[config.mk]
export PLATFORM = sky130hd
export DESIGN_NAME = snmp_response_parser_unit
export DESIGN_NICKNAME = d
export VERILOG_FILES = /design/src/sv/srp_pkg.sv /design/src/sv/srp_front.sv /design/src/sv/srp_queue.sv /design/src/sv/srp_back.sv /design/src/sv/snmp_response_parser_unit.sv
export SDC_FILE = /design/constraint.sdc
export NUM_CORES = 1
export LEC_CHECK = 0
export BUFFER_PORTS_ARGS = -buffer_cell sky130_fd_sc_hd__buf_4
export CORE_MARGIN = 2
export CORE_UTILIZATION = 62
export DETAILED_ROUTE_END_ITERATION = 6
export PLACE_DENSITY = 0.88
export SYNTH_ARGS = -nofsm -noshare
export SYNTH_HDL_FRONTEND = slang
export SYNTH_SLANG_ARGS = --single-unit
export TNS_END_PERCENT = 100
[constraint.sdc]
create_clock -name aclk -period 7.3 [get_ports aclk]
set_input_delay 1.095 -clock aclk [delete_from_list [all_inputs] [get_ports aclk]]
set_output_delay 1.095 -clock aclk [all_outputs]
set_load 0.01 [all_outputs]
[src/sv/srp_pkg.sv]
// Shared types and constants for the SNMP response parser.
// Used by the front parser, the command queue and the result emitter.
`default_nettype none

package srp_pkg;

    // Result kinds as they appear on the result channel.
    localparam logic [3:0] KIND_VERSION = 4'd0;
    localparam logic [3:0] KIND_REQ_ID  = 4'd1;
    localparam logic [3:0] KIND_STATUS  = 4'd2;
    localparam logic [3:0] KIND_ERR_IDX = 4'd3;
    localparam logic [3:0] KIND_OID_ARC = 4'd4;
    localparam logic [3:0] KIND_SIGNED  = 4'd5;
    localparam logic [3:0] KIND_UNSIGN  = 4'd6;
    localparam logic [3:0] KIND_STR     = 4'd7;
    localparam logic [3:0] KIND_BARE    = 4'd8;
    localparam logic [3:0] KIND_FAIL    = 4'd9;

    // One command from the parser to the emitter. A split command carries
    // the first OID octet and expands into two arc results.
    typedef struct packed {
        logic [3:0]  kind;
        logic [31:0] value;
        logic [7:0]  arc;
        logic [7:0]  vtype;
        logic        last;
        logic        split;
    } srp_cmd_t;

endpackage

`default_nettype wire

[src/sv/srp_front.sv]
// Front part of the SNMP response parser: walks the BER structure one octet per
// cycle while the queue has room, pushing result commands. Depends on srp_pkg.
`default_nettype none

module srp_front (
    input  wire logic            aclk,
    input  wire logic            aresetn,
    input  wire logic            s_valid,
    output logic                 s_ready,
    input  wire logic [7:0]      s_data_byte,
    input  wire logic            s_start_req,
    input  wire logic            q_full,
    output logic                 q_push,
    output srp_pkg::srp_cmd_t    q_cmd
);
    import srp_pkg::*;

    localparam logic [7:0] TAG_SEQ  = 8'h30;
    localparam logic [7:0] TAG_INT  = 8'h02;
    localparam logic [7:0] TAG_OCT  = 8'h04;
    localparam logic [7:0] TAG_OID  = 8'h06;
    localparam logic [7:0] TAG_CNT  = 8'h41;
    localparam logic [7:0] TAG_GAU  = 8'h42;
    localparam logic [7:0] TAG_RESP = 8'hA2;

    typedef enum logic [4:0] {
        ST_IDLE, ST_TOP_TAG, ST_TOP_LEN, ST_VER_TAG, ST_VER_LEN, ST_VER_VAL,
        ST_COM_TAG, ST_COM_LEN, ST_COM_SKIP, ST_PDU_TAG, ST_PDU_LEN,
        ST_RID_TAG, ST_RID_LEN, ST_RID_VAL, ST_STA_TAG, ST_STA_LEN,
        ST_STA_VAL, ST_EIX_TAG, ST_EIX_LEN, ST_EIX_VAL, ST_VBL_TAG,
        ST_VBL_LEN, ST_VB_TAG, ST_VB_LEN, ST_OID_TAG, ST_OID_LEN,
        ST_OID_FIRST, ST_OID_ARC, ST_VAL_TAG, ST_VAL_LEN, ST_VAL_INT,
        ST_VAL_STR
    } stage_t;

    stage_t      stage_reg, stage_next, stage_cur;
    logic [7:0]  left_reg, left_next;
    logic [31:0] acc_reg, acc_next;
    logic [7:0]  arcs_reg, arcs_next;
    logic [7:0]  vtag_reg, vtag_next;
    logic        first_reg, first_next;

    logic        accept;
    logic        int_tag;
    logic [31:0] int_base;
    logic [31:0] int_acc;
    logic [31:0] arc_acc;
    logic [7:0]  left_dec;
    logic        value_kind_signed;

    // The queue alone decides whether an octet can be taken.
    assign s_ready = !q_full;
    assign accept  = s_valid && s_ready;

    // A start octet restarts parsing from the message tag.
    assign stage_cur = s_start_req ? ST_TOP_TAG : stage_reg;

    assign int_tag  = (s_data_byte == TAG_INT) || (s_data_byte == TAG_CNT) ||
                      (s_data_byte == TAG_GAU);
    assign int_base = (first_reg && s_data_byte[7]) ? 32'hFFFF_FFFF : acc_reg;
    assign int_acc  = {int_base[23:0], s_data_byte};
    assign arc_acc  = {acc_reg[24:0], s_data_byte[6:0]};
    assign left_dec = left_reg - 8'd1;
    assign value_kind_signed = (vtag_reg == TAG_INT);

    // Stage decoder: next state and the command this octet produces.
    always_comb begin
        stage_next = stage_cur;
        left_next  = left_reg;
        acc_next   = acc_reg;
        arcs_next  = arcs_reg;
        vtag_next  = vtag_reg;
        first_next = first_reg;
        q_push     = 1'b0;
        q_cmd      = '0;

        unique case (stage_cur)
            ST_IDLE: begin
            end
            ST_TOP_TAG: begin
                if (s_data_byte == TAG_SEQ) begin
                    stage_next = ST_TOP_LEN;
                end else begin
                    q_push = 1'b1;
                end
            end
            ST_TOP_LEN: stage_next = ST_VER_TAG;
            ST_VER_TAG: begin
                if (int_tag) begin
                    stage_next = ST_VER_LEN;
                end else begin
                    q_push = 1'b1;
                end
            end
            ST_VER_LEN, ST_RID_LEN: begin
                left_next  = s_data_byte;
                acc_next   = '0;
                first_next = 1'b1;
                if (s_data_byte == 8'd0) begin
                    q_push     = 1'b1;
                    q_cmd.kind = (stage_cur == ST_VER_LEN) ? KIND_VERSION : KIND_REQ_ID;
                    stage_next = (stage_cur == ST_VER_LEN) ? ST_COM_TAG : ST_STA_TAG;
                end else begin
                    stage_next = (stage_cur == ST_VER_LEN) ? ST_VER_VAL : ST_RID_VAL;
                end
            end
            ST_VER_VAL, ST_RID_VAL: begin
                acc_next   = int_acc;
                first_next = 1'b0;
                left_next  = left_dec;
                if (left_dec == 8'd0) begin
                    q_push      = 1'b1;
                    q_cmd.kind  = (stage_cur == ST_VER_VAL) ? KIND_VERSION : KIND_REQ_ID;
                    q_cmd.value = int_acc;
                    stage_next  = (stage_cur == ST_VER_VAL) ? ST_COM_TAG : ST_STA_TAG;
                end
            end
            ST_COM_TAG: begin
                if (s_data_byte == TAG_OCT) begin
                    stage_next = ST_COM_LEN;
                end else begin
                    q_push = 1'b1;
                end
            end
            ST_COM_LEN: begin
                left_next  = s_data_byte;
                stage_next = (s_data_byte == 8'd0) ? ST_PDU_TAG : ST_COM_SKIP;
            end
            ST_COM_SKIP: begin
                left_next = left_dec;
                if (left_dec == 8'd0) begin
                    stage_next = ST_PDU_TAG;
                end
            end
            ST_PDU_TAG: begin
                if (s_data_byte == TAG_RESP) begin
                    stage_next = ST_PDU_LEN;
                end else begin
                    q_push = 1'b1;
                end
            end
            ST_PDU_LEN: stage_next = ST_RID_TAG;
            ST_RID_TAG: begin
                if (int_tag) begin
                    stage_next = ST_RID_LEN;
                end else begin
                    q_push = 1'b1;
                end
            end
            ST_STA_TAG, ST_EIX_TAG: begin
                if (s_data_byte == TAG_INT) begin
                    stage_next = (stage_cur == ST_STA_TAG) ? ST_STA_LEN : ST_EIX_LEN;
                end else begin
                    q_push = 1'b1;
                end
            end
            ST_STA_LEN, ST_EIX_LEN: begin
                if (s_data_byte == 8'd1) begin
                    stage_next = (stage_cur == ST_STA_LEN) ? ST_STA_VAL : ST_EIX_VAL;
                end else begin
                    q_push = 1'b1;
                end
            end
            ST_STA_VAL, ST_EIX_VAL: begin
                q_push      = 1'b1;
                q_cmd.kind  = (stage_cur == ST_STA_VAL) ? KIND_STATUS : KIND_ERR_IDX;
                q_cmd.value = {24'd0, s_data_byte};
                stage_next  = (stage_cur == ST_STA_VAL) ? ST_EIX_TAG : ST_VBL_TAG;
            end
            ST_VBL_TAG, ST_VB_TAG: begin
                if (s_data_byte == TAG_SEQ) begin
                    stage_next = (stage_cur == ST_VBL_TAG) ? ST_VBL_LEN : ST_VB_LEN;
                end else begin
                    q_push = 1'b1;
                end
            end
            ST_VBL_LEN: stage_next = ST_VB_TAG;
            ST_VB_LEN:  stage_next = ST_OID_TAG;
            ST_OID_TAG: begin
                if (s_data_byte == TAG_OID) begin
                    stage_next = ST_OID_LEN;
                end else begin
                    q_push = 1'b1;
                end
            end
            ST_OID_LEN: begin
                left_next  = s_data_byte;
                arcs_next  = '0;
                acc_next   = '0;
                stage_next = (s_data_byte == 8'd0) ? ST_VAL_TAG : ST_OID_FIRST;
            end
            ST_OID_FIRST: begin
                // The emitter splits this octet into the first two arcs.
                q_push      = 1'b1;
                q_cmd.kind  = KIND_OID_ARC;
                q_cmd.value = {24'd0, s_data_byte};
                q_cmd.split = 1'b1;
                arcs_next   = 8'd2;
                acc_next    = '0;
                left_next   = left_dec;
                stage_next  = (left_dec == 8'd0) ? ST_VAL_TAG : ST_OID_ARC;
            end
            ST_OID_ARC: begin
                acc_next  = arc_acc;
                left_next = left_dec;
                if (!s_data_byte[7] || (left_dec == 8'd0)) begin
                    q_push      = 1'b1;
                    q_cmd.kind  = KIND_OID_ARC;
                    q_cmd.value = arc_acc;
                    q_cmd.arc   = arcs_reg;
                    arcs_next   = arcs_reg + 8'd1;
                    acc_next    = '0;
                end
                if (left_dec == 8'd0) begin
                    stage_next = ST_VAL_TAG;
                end
            end
            ST_VAL_TAG: begin
                vtag_next = s_data_byte;
                if (int_tag || (s_data_byte == TAG_OCT)) begin
                    stage_next = ST_VAL_LEN;
                end else begin
                    q_push      = 1'b1;
                    q_cmd.kind  = KIND_BARE;
                    q_cmd.vtype = s_data_byte;
                    q_cmd.last  = 1'b1;
                    stage_next  = ST_IDLE;
                end
            end
            ST_VAL_LEN: begin
                left_next = s_data_byte;
                if (vtag_reg != TAG_OCT) begin
                    acc_next   = '0;
                    first_next = 1'b1;
                end
                if (s_data_byte == 8'd0) begin
                    // Empty value: bare type for a string, zero for an integer.
                    q_push      = 1'b1;
                    q_cmd.vtype = vtag_reg;
                    q_cmd.last  = 1'b1;
                    if (vtag_reg == TAG_OCT) begin
                        q_cmd.kind = KIND_BARE;
                    end else begin
                        q_cmd.kind = value_kind_signed ? KIND_SIGNED : KIND_UNSIGN;
                    end
                    stage_next = ST_IDLE;
                end else begin
                    stage_next = (vtag_reg == TAG_OCT) ? ST_VAL_STR : ST_VAL_INT;
                end
            end
            ST_VAL_INT: begin
                acc_next   = int_acc;
                first_next = 1'b0;
                left_next  = left_dec;
                if (left_dec == 8'd0) begin
                    q_push      = 1'b1;
                    q_cmd.kind  = value_kind_signed ? KIND_SIGNED : KIND_UNSIGN;
                    q_cmd.value = int_acc;
                    q_cmd.vtype = vtag_reg;
                    q_cmd.last  = 1'b1;
                    stage_next  = ST_IDLE;
                end
            end
            ST_VAL_STR: begin
                left_next   = left_dec;
                q_push      = 1'b1;
                q_cmd.kind  = KIND_STR;
                q_cmd.value = {24'd0, s_data_byte};
                q_cmd.vtype = vtag_reg;
                q_cmd.last  = (left_dec == 8'd0);
                if (left_dec == 8'd0) begin
                    stage_next = ST_IDLE;
                end
            end
        endcase

        // Any failure emits one final result and parks the parser.
        if (q_push && (q_cmd.kind == KIND_VERSION) && (stage_next == stage_cur)) begin
            q_cmd.kind = KIND_FAIL;
            q_cmd.last = 1'b1;
            stage_next = ST_IDLE;
        end

        // Only an accepted octet may produce a command.
        if (!accept) begin
            q_push = 1'b0;
        end
    end

    // Parser state registers, updated only on an accepted octet.
    always_ff @(posedge aclk) begin
        if (!aresetn) begin
            stage_reg <= ST_IDLE;
            left_reg  <= '0;
            acc_reg   <= '0;
            arcs_reg  <= '0;
            vtag_reg  <= '0;
            first_reg <= 1'b1;
        end else if (accept) begin
            stage_reg <= stage_next;
            left_reg  <= left_next;
            acc_reg   <= acc_next;
            arcs_reg  <= arcs_next;
            vtag_reg  <= vtag_next;
            first_reg <= first_next;
        end
    end

endmodule

`default_nettype wire

[src/sv/srp_queue.sv]
// Short command queue between the parser and the result emitter.
// Depends on srp_pkg for the command type.
`default_nettype none

module srp_queue #(
    parameter int DEPTH = 4
) (
    input  wire logic            aclk,
    input  wire logic            aresetn,
    input  wire logic            push,
    input  wire srp_pkg::srp_cmd_t push_cmd,
    output logic                 full,
    input  wire logic            pop,
    output srp_pkg::srp_cmd_t    head_cmd,
    output logic                 empty
);
    import srp_pkg::*;

    localparam int PTR_W = (DEPTH > 1) ? $clog2(DEPTH) : 1;
    localparam int CNT_W = $clog2(DEPTH + 1);
    localparam logic [PTR_W-1:0] PTR_LAST = PTR_W'(DEPTH - 1);
    localparam logic [CNT_W-1:0] CNT_FULL = CNT_W'(DEPTH);

    srp_cmd_t         slot_reg [DEPTH];
    logic [PTR_W-1:0] wr_ptr_reg, wr_ptr_next;
    logic [PTR_W-1:0] rd_ptr_reg, rd_ptr_next;
    logic [CNT_W-1:0] count_reg, count_next;
    logic             do_push, do_pop;

    assign full     = (count_reg == CNT_FULL);
    assign empty    = (count_reg == '0);
    assign do_push  = push && !full;
    assign do_pop   = pop && !empty;
    assign head_cmd = slot_reg[rd_ptr_reg];

    // Pointer and fill count updates.
    always_comb begin
        wr_ptr_next = wr_ptr_reg;
        rd_ptr_next = rd_ptr_reg;
        count_next  = count_reg;
        if (do_push) begin
            wr_ptr_next = (wr_ptr_reg == PTR_LAST) ? '0 : wr_ptr_reg + 1'b1;
        end
        if (do_pop) begin
            rd_ptr_next = (rd_ptr_reg == PTR_LAST) ? '0 : rd_ptr_reg + 1'b1;
        end
        if (do_push && !do_pop) begin
            count_next = count_reg + 1'b1;
        end else if (do_pop && !do_push) begin
            count_next = count_reg - 1'b1;
        end
    end

    always_ff @(posedge aclk) begin
        if (!aresetn) begin
            wr_ptr_reg <= '0;
            rd_ptr_reg <= '0;
            count_reg  <= '0;
        end else begin
            wr_ptr_reg <= wr_ptr_next;
            rd_ptr_reg <= rd_ptr_next;
            count_reg  <= count_next;
        end
    end

    // Storage slots carry no reset.
    always_ff @(posedge aclk) begin
        if (do_push) begin
            slot_reg[wr_ptr_reg] <= push_cmd;
        end
    end

endmodule

`default_nettype wire

[src/sv/srp_back.sv]
// Back part of the SNMP response parser: turns queued commands into result
// requests in an output register. Depends on srp_pkg.
`default_nettype none

module srp_back (
    input  wire logic              aclk,
    input  wire logic              aresetn,
    input  wire srp_pkg::srp_cmd_t head_cmd,
    input  wire logic              q_empty,
    output logic                   q_pop,
    output logic                   m_valid,
    input  wire logic              m_ready,
    output logic [3:0]             m_field_kind,
    output logic [31:0]            m_field_value,
    output logic [7:0]             m_arc_index,
    output logic [7:0]             m_value_type,
    output logic                   m_last
);
    import srp_pkg::*;

    logic        valid_reg, valid_next;
    logic        phase_reg, phase_next;
    logic [3:0]  kind_reg;
    logic [31:0] value_reg;
    logic [7:0]  arc_reg;
    logic [7:0]  vtype_reg;
    logic        last_reg;

    logic        out_free, load;
    logic [7:0]  octet;
    logic [2:0]  quo;
    logic [7:0]  rem;

    // First OID octet split by 40 with a short compare ladder.
    assign octet = head_cmd.value[7:0];
    always_comb begin
        if (octet >= 8'd240) begin
            quo = 3'd6;
        end else if (octet >= 8'd200) begin
            quo = 3'd5;
        end else if (octet >= 8'd160) begin
            quo = 3'd4;
        end else if (octet >= 8'd120) begin
            quo = 3'd3;
        end else if (octet >= 8'd80) begin
            quo = 3'd2;
        end else if (octet >= 8'd40) begin
            quo = 3'd1;
        end else begin
            quo = 3'd0;
        end
        rem = octet - 8'({quo, 5'd0} + {2'd0, quo, 3'd0});
    end

    // A split command stays at the head until its second arc is loaded.
    assign out_free = !valid_reg || m_ready;
    assign load     = out_free && !q_empty;
    assign q_pop    = load && (!head_cmd.split || phase_reg);

    always_comb begin
        valid_next = valid_reg;
        phase_next = phase_reg;
        if (out_free) begin
            valid_next = load;
        end
        if (load && head_cmd.split) begin
            phase_next = !phase_reg;
        end
    end

    always_ff @(posedge aclk) begin
        if (!aresetn) begin
            valid_reg <= 1'b0;
            phase_reg <= 1'b0;
        end else begin
            valid_reg <= valid_next;
            phase_reg <= phase_next;
        end
    end

    // Result payload register.
    always_ff @(posedge aclk) begin
        if (load) begin
            kind_reg  <= head_cmd.kind;
            vtype_reg <= head_cmd.vtype;
            last_reg  <= head_cmd.last;
            if (head_cmd.split) begin
                value_reg <= phase_reg ? {24'd0, rem} : {29'd0, quo};
                arc_reg   <= phase_reg ? 8'd1 : 8'd0;
            end else begin
                value_reg <= head_cmd.value;
                arc_reg   <= head_cmd.arc;
            end
        end
    end

    assign m_valid       = valid_reg;
    assign m_field_kind  = kind_reg;
    assign m_field_value = value_reg;
    assign m_arc_index   = arc_reg;
    assign m_value_type  = vtype_reg;
    assign m_last        = last_reg;

endmodule

`default_nettype wire

[src/sv/snmp_response_parser_unit.sv]
// SNMP v1 GetResponse parser: top level tying parser, queue and emitter.
// Depends on srp_pkg, srp_front, srp_queue and srp_back.
//
// The block takes one datagram octet per cycle on the s_ channel and returns
// decoded fields on the m_ channel: version, request id, error status, error
// index, each OID arc, then the value (an integer, one request per string
// octet, or the bare type tag), with m_last on the final one. A tag mismatch
// or a bad status/error-index length gives one failure request with m_last,
// and octets are ignored until the next octet with s_start_req set, which
// restarts parsing from any point. An octet is accepted every cycle while the
// command queue (QUEUE_DEPTH entries) has room; each result is registered in
// a queue slot, then in the output register. The first OID octet yields two
// arcs, loaded one after the other; every other octet yields at most one
// request, so the sustained rate is one octet per cycle when m_ready is high.
`default_nettype none

module snmp_response_parser_unit #(
    parameter int QUEUE_DEPTH = 4
) (
    input  wire logic        aclk,
    input  wire logic        aresetn,
    input  wire logic        s_valid,
    output logic             s_ready,
    input  wire logic [7:0]  s_data_byte,
    input  wire logic        s_start_req,
    output logic             m_valid,
    input  wire logic        m_ready,
    output logic [3:0]       m_field_kind,
    output logic [31:0]      m_field_value,
    output logic [7:0]       m_arc_index,
    output logic [7:0]       m_value_type,
    output logic             m_last
);
    import srp_pkg::*;

    srp_cmd_t push_cmd;
    srp_cmd_t head_cmd;
    logic     push, pop, full, empty;

    // Parser: classifies octets and produces commands.
    srp_front u_front (
        .aclk        (aclk),
        .aresetn     (aresetn),
        .s_valid     (s_valid),
        .s_ready     (s_ready),
        .s_data_byte (s_data_byte),
        .s_start_req (s_start_req),
        .q_full      (full),
        .q_push      (push),
        .q_cmd       (push_cmd)
    );

    // Queue decoupling the parser from output stalls.
    srp_queue #(
        .DEPTH (QUEUE_DEPTH)
    ) u_queue (
        .aclk     (aclk),
        .aresetn  (aresetn),
        .push     (push),
        .push_cmd (push_cmd),
        .full     (full),
        .pop      (pop),
        .head_cmd (head_cmd),
        .empty    (empty)
    );

    // Emitter: expands commands into result requests.
    srp_back u_back (
        .aclk          (aclk),
        .aresetn       (aresetn),
        .head_cmd      (head_cmd),
        .q_empty       (empty),
        .q_pop         (pop),
        .m_valid       (m_valid),
        .m_ready       (m_ready),
        .m_field_kind  (m_field_kind),
        .m_field_value (m_field_value),
        .m_arc_index   (m_arc_index),
        .m_value_type  (m_value_type),
        .m_last        (m_last)
    );

endmodule

`default_nettype wire

==> impl_metrics.json, run 1 <==
{
  "status": "completed",
  "hold_violations": 0,
  "internal_power_uw": 3800,
  "hp-class": "reg -> reg",
  "gp_congestion": 0.980,
  "crit_chain": "buf_4 > mux4_2 > maj3_1 > o21ai_0 > ha_1 > inv_1 > ha_1 > o21ai_0 > nand2b_1 > a21oi_1 > xnor2_1 > nand3_1 > o21ai_0 > o2bb2ai_1",
  "synth-seq-area-share": 0.618,
  "powerDensity_nw_per_um2": 313,
  "netlist_top_cells_count": "edfxtp_1, nand2_1, o21ai_0",
  "drv_cap": 0,
  "vdd_drop_max_v": 0.000336,
  "max_freq_mhz": 230,
  "initial_utilization": 0.629,
  "grtUsageMet1": 0.377,
  "cts-buffers-inserted": 31,
  "synth-edff-count": 269,
  "power_leakage_uw": 0.00539,
  "setup_viol_count_final": 0,
  "post_cts_buffers": 0,
  "async_flop_share": 0,
  "largest_reg_flops": 216,
  "dp_hpwl_um": 22800,
  "drt-total-wl_um": 36400,
  "drtAntennaViolNets": 0,
  "grt.met3_usage": 0.0429,
  "h-tree-depth": 1,
  "cts.sinks": 335,
  "multi_input_area_um2": 5350,
  "final_cells": 1554,
  "dieArea_um2": 25800,
  "syn-num-nets": 1198,
  "skew_ps": 19.6,
  "cp_top_family": "compound AO/OA/AOI/OAI gates",
  "r2r_setup_slack_ps": 2950,
  "synth_top_area_share": 0.531,
  "cts_hold_buf": 0,
  "p_comb_frac": 0.229,
  "ctsResizeCount": 0,
  "crit_fanout": 31,
  "overflow": 0,
  "drtPass1Iterations": 6,
  "post_drt_wl_per_cell_um": 23.4,
  "p_sw_frac": 0.279,
  "drc": 0,
  "top_usage_layer": "met2",
  "clockRootBuffer": "clkbuf_16",
  "cp_slowest_cell": "dfxtp_2",
  "diodes": 0,
  "arrival_ps": 4630,
  "grt_pass1_wl_um": 56200,
  "die_y_um": 161,
  "drt_iter0_markers": 1237,
  "yosys_most_used_dff": "edfxtp_1",
  "period_minus_slack_ps": 4350,
  "period_share": 0.595,
  "clock_path_buffers": 3,
  "num_rows": 57,
  "synth_most_common_cell": "edfxtp_1",
  "synth.area.top_cells": "edfxtp_1, dfxtp_1, mux4_2",
  "viasPerCell": 6.57,
  "tightest_slew_ps": 1220,
  "die_x_um": 161,
  "grt_max_degree": 57,
  "synth.distinct_cells": 94,
  "layout.nets": 1238,
  "hp-start": "u_front.vtag_reg[6]",
  "grtUsageTotal": 0.280,
  "pwr-share-clk": 0.298,
  "power_uw": 5270,
  "worst_ep_required_time_ps": 7590,
  "vias": 10200,
  "drv_slew": 0,
  "synthCells": 1167,
  "slowest_delay_ps": 810,
  "ys_ff_latch": 335,
  "switchingPower_uw": 1470,
  "cts.clk_slew.worst_paths_ps": 70,
  "pwr-share-seq": 0.472,
  "crit_top_cell": "o21ai_0",
  "synth.avg_cell_area_um2": 13.0,
  "synth.largest_area_cell": "edfxtp_1",
  "critPathKind": "reg -> reg",
  "clkLatencyLatePin_ps": 560,
  "dp.cells": 1498,
  "met2_usage": 0.477,
  "portBuffers": 67,
  "fillers": 1541,
  "endpoint_kind": "register",
  "antenna_found_initial": 2,
  "slew_headroom": 0.186,
  "rsz0062_at_grt": "no",
  "drive_above_1_share": 0.186,
  "seq_area_um2": 9400,
  "cts_tree": "done",
  "stdcell_area_um2": 16900,
  "cp_num_buf_inv": 2,
  "place_area_um2": 15900,
  "whs_ps": 484,
  "core-area_um2": 24200,
  "area_growth_pct": 10.8,
  "tns_ps": 0,
  "yosys_warnings": 0,
  "grt_pass1_vias": 9965,
  "cp-start-kind": "register",
  "synth_area_um2": 15200,
  "ioPinCount": 68
}
[cell type report]
cell class | count | area share
tap | 324 | 0.0241
multi-input combinational | 733 | 0.318
clock inverter | 19 | 0.0108
sequential | 335 | 0.558
inverter | 22 | 0.00490
timing repair buffer | 84 | 0.0374
clock buffer | 37 | 0.0474
[worst reg2reg max path, stage by stage, from the launching register on]
cell and delay [ps]:
dfxtp_2 810, buf_4 530, mux4_2 460, maj3_1 370, o21ai_0 370, ha_1 330, inv_1 60, ha_1 220
o21ai_0 160, nand2b_1 110, a21oi_1 210, xnor2_1 110, nand3_1 100, o21ai_0 90, o2bb2ai_1 130
[power groups by stage]
stage                     registers [uW]  clock network [uW]  logic (uW)
after global placement              2510                   0        1160
after global routing                2520                1650        1300
after floorplan                     2560                   0         727
after detailed placement            2530                   0        1210
after CTS                           2500                1570        1220
final                               2490                1570        1210
[cells in the final DEF, fill, tap and decap left out, types with 8 or more instances in the layout]
cell type,netlist,final
o21ai_0,76,76
nor3_1,17,17
edfxtp_1,269,269
nand3_1,34,34
or3_1,9,9
and2_1,20,16
nor2b_1,39,39
clkbuf_16,0,31
nand2b_1,12,12
a21o_1,21,21
inv_1,20,20
buf_4,0,84
mux2i_1,8,8
dfxtp_1,66,64
ha_1,16,16
xnor2_1,8,8
mux4_2,51,51
nor2_1,62,61
a21oi_1,70,69
nand2_1,113,113
[kinds of logic (layout without fill, tap and decap cells)]
group / Yosys count / after routing / share of synthesized area
DFF: 335 / 335 / 0.618
muxes: 65 / 65 / 0.0852
xor gates and xnor gates: 15 / 15 / 0.00913
and+or+nand+nor: 379 / 379 / 0.133
AOI/OAI and AO/OA: 254 / 254 / 0.106
buffers and inverters: 99 / 162 / 0.0320
adders and majority gates: 20 / 20 / 0.0171
[metal layers]
| metal | up-vias | wire (um) |
|---|---|---|
| met2 | 588 | 18200 |
| met5 | - | 22 |
| li1 | 4486 | - |
| met3 | 111 | 2880 |
| met1 | 5018 | 14200 |
| met4 | 4 | 1070 |
[final timing paths]
path                            cells after the start                      end
worst max register to register                     14  u_back.m_field_value[7]
worst min-delay path                                2      u_front.vtag_reg[6]
worst min register to register                      2      u_front.vtag_reg[6]
worst max-delay path                               14  u_back.m_field_value[7]
[through the flow]
| stage | util | setup WS, ps |
|---|---|---|
| floorplan | - | 1800 |
| global placement | 0.657 | 2870 |
| detailed placement | 0.657 | 2660 |
| CTS | 0.697 | 3000 |
| global route | 0.697 | 2720 |
| finish | 0.697 | 2950 |
No activity file was read; power rests on OpenSTA's default activity.
==> run 2, diff against run 1 <==
- clock period: 7.3 -> 4.2 ns (I/O delays scaled with it)
==> run 2 against run 1 <==
The flow now finishes with violations (design-rule violations). Total power grew 78%. Clock power grew 81%. Global-route usage grew 2.2 points. Critical path type unchanged.
==> impl_metrics.json, run 2 (synthesized netlist as in run 1, its figures left out) <==
{
  "powerDensity_nw_per_um2": 546,
  "critPathKind": "reg -> reg",
  "initial_utilization": 0.629,
  "cts-buffers-inserted": 34,
  "tightest_slew_ps": 1020,
  "vias": 10700,
  "hp-class": "in -> reg",
  "post_cts_buffers": 0,
  "gp_congestion": 0.996,
  "drt-total-wl_um": 38700,
  "grtUsageTotal": 0.302,
  "cts_tree": "done",
  "layout.nets": 1270,
  "core-area_um2": 24200,
  "period_minus_slack_ps": 4000,
  "cts.clk_slew.worst_paths_ps": 60,
  "layout_commonest_cell": "edfxtp_1",
  "skew_ps": 24.0,
  "tns_ps": 0,
  "post_drt_wl_per_cell_um": 24.4,
  "grt_pass1_wl_um": 59800,
  "power_leakage_uw": 0.00563,
  "drive_above_1_share": 0.203,
  "cts.sinks": 335,
  "die_x_um": 161,
  "worst_ep_required_time_ps": 4440,
  "drc": 1,
  "endpoint_kind": "register",
  "status": "finished, violations left",
  "fillers": 1493,
  "clkLatencyLatePin_ps": 510,
  "clockRootBuffer": "clkbuf_16",
  "final_core_utilization": 0.711,
  "crit_chain": "mux4_2 > maj3_1 > o21ai_0 > ha_1 > inv_1 > ha_1 > o21ai_0 > nand2b_1 > a21oi_1 > xnor2_1 > nand3_1 > o21ai_0 > o2bb2ai_1",
  "crit_fanout": 18,
  "drtPass1Iterations": 7,
  "vdd_drop_max_v": 0.000348,
  "portBuffers": 67,
  "cts_hold_buf": 0,
  "ioPinCount": 68,
  "diodes": 0,
  "violations": "design-rule violations",
  "ctsResizeCount": 0,
  "num_rows": 57,
  "hold_violations": 0,
  "crit_top_cell": "o21ai_0",
  "drt_iter0_markers": 1479,
  "setup_viol_count_final": 0,
  "drv_cap": 0,
  "rsz0062_at_grt": "no",
  "cp_slowest_cell": "mux4_2",
  "cp-start-kind": "register",
  "grt_pass1_vias": 10500,
  "dp_hpwl_um": 25000,
  "period_share": 0.953,
  "drv_slew": 0,
  "area_growth_pct": 13.0,
  "viasPerCell": 6.75,
  "slowest_delay_ps": 620,
  "drtAntennaViolNets": 0,
  "dieArea_um2": 25800,
  "max_freq_mhz": 250,
  "antenna_found_initial": 0,
  "arrival_ps": 4250,
  "die_y_um": 161,
  "overflow": 0,
  "largest_reg_flops": 216,
  "clock_path_buffers": 3,
  "final_cell_mix": "edfxtp_1, nand2_1, buf_4, o21ai_0, a21oi_1",
  "grt_max_degree": 56,
  "slew_headroom": 0.321,
  "h-tree-depth": 2
}
==> run 2: cell count changes in the layout (fill, tap and decap cells not counted), moves of 4 or more <==
cell / delta
buf_12: +5
buf_4: +24
clkbuf_1: +6
clkbuf_16: +4
==> run 2: worst paths after layout <==
path / startpoint / to / slack, ps / depth (start not counted)
worst max-delay path: register / u_back.m_field_value[7] / 200 / 13
worst max register to register: register / u_back.m_field_value[7] / 200 / 13
worst min register to register: u_front.vtag_reg[5] / u_front.vtag_reg[5] / 480 / 2
worst min-delay path: aresetn / u_front.first_reg / 430 / 2
==> run 2: stage by stage <==
stage | power (uW) | cell area (um2) | instances | setup WS [ps] | hold WS (ps)
detailed placement | 6570 | 16200 | 1527 | 320 | 470
floorplan | 5700 | 15200 | 1167 | 414 | 432
CTS | 9400 | 17200 | 1587 | 278 | 413
finish | 9380 | 17200 | 1587 | 199 | 435
global placement | 6430 | 16200 | 1527 | 453 | 446
global route | 9700 | 17200 | 1587 | 45.5 | 424
==> run 2: cell type report <==
cell class | instances | area, um2 | share of cell area
well taps | 324 | 405 | 0.0236
clock buffers | 49 | 948 | 0.0552
multi-input cells | 733 | 5350 | 0.311
inverters | 22 | 82.6 | 0.00480
repair buffers | 113 | 911 | 0.0530
clock inverters | 11 | 82.6 | 0.00480
flip-flops and latches | 335 | 9400 | 0.547
==> run 2: critical path, delay by kind of cell, from the launching register on <==
kind,cells,cell delay (ps)
AO/OA/AOI/OAI,5,1150
XOR/XNOR,1,140
adder cells (fa/ha/maj),3,950
buffers and inverters,1,80
flip-flops,1,540
multiplexers,1,620
AND/OR/NAND/NOR,2,230
==> run 2: where the power goes <==
group | switching [uW] | total (uW) | internal [uW]
clock | 1200 | 2840 | 1640
sequential | 183 | 4290 | 4110
combinational | 1250 | 2250 | 1000
==> run 2: routing by layer <==
metal  routed length, um  up-vias  GRT usage
met1               14500     5271      0.394
met4                1700        0      0.136
met5                   0        -          0
li1                    -     4566          -
met2               19200      737      0.508
met3                3230      143     0.0460
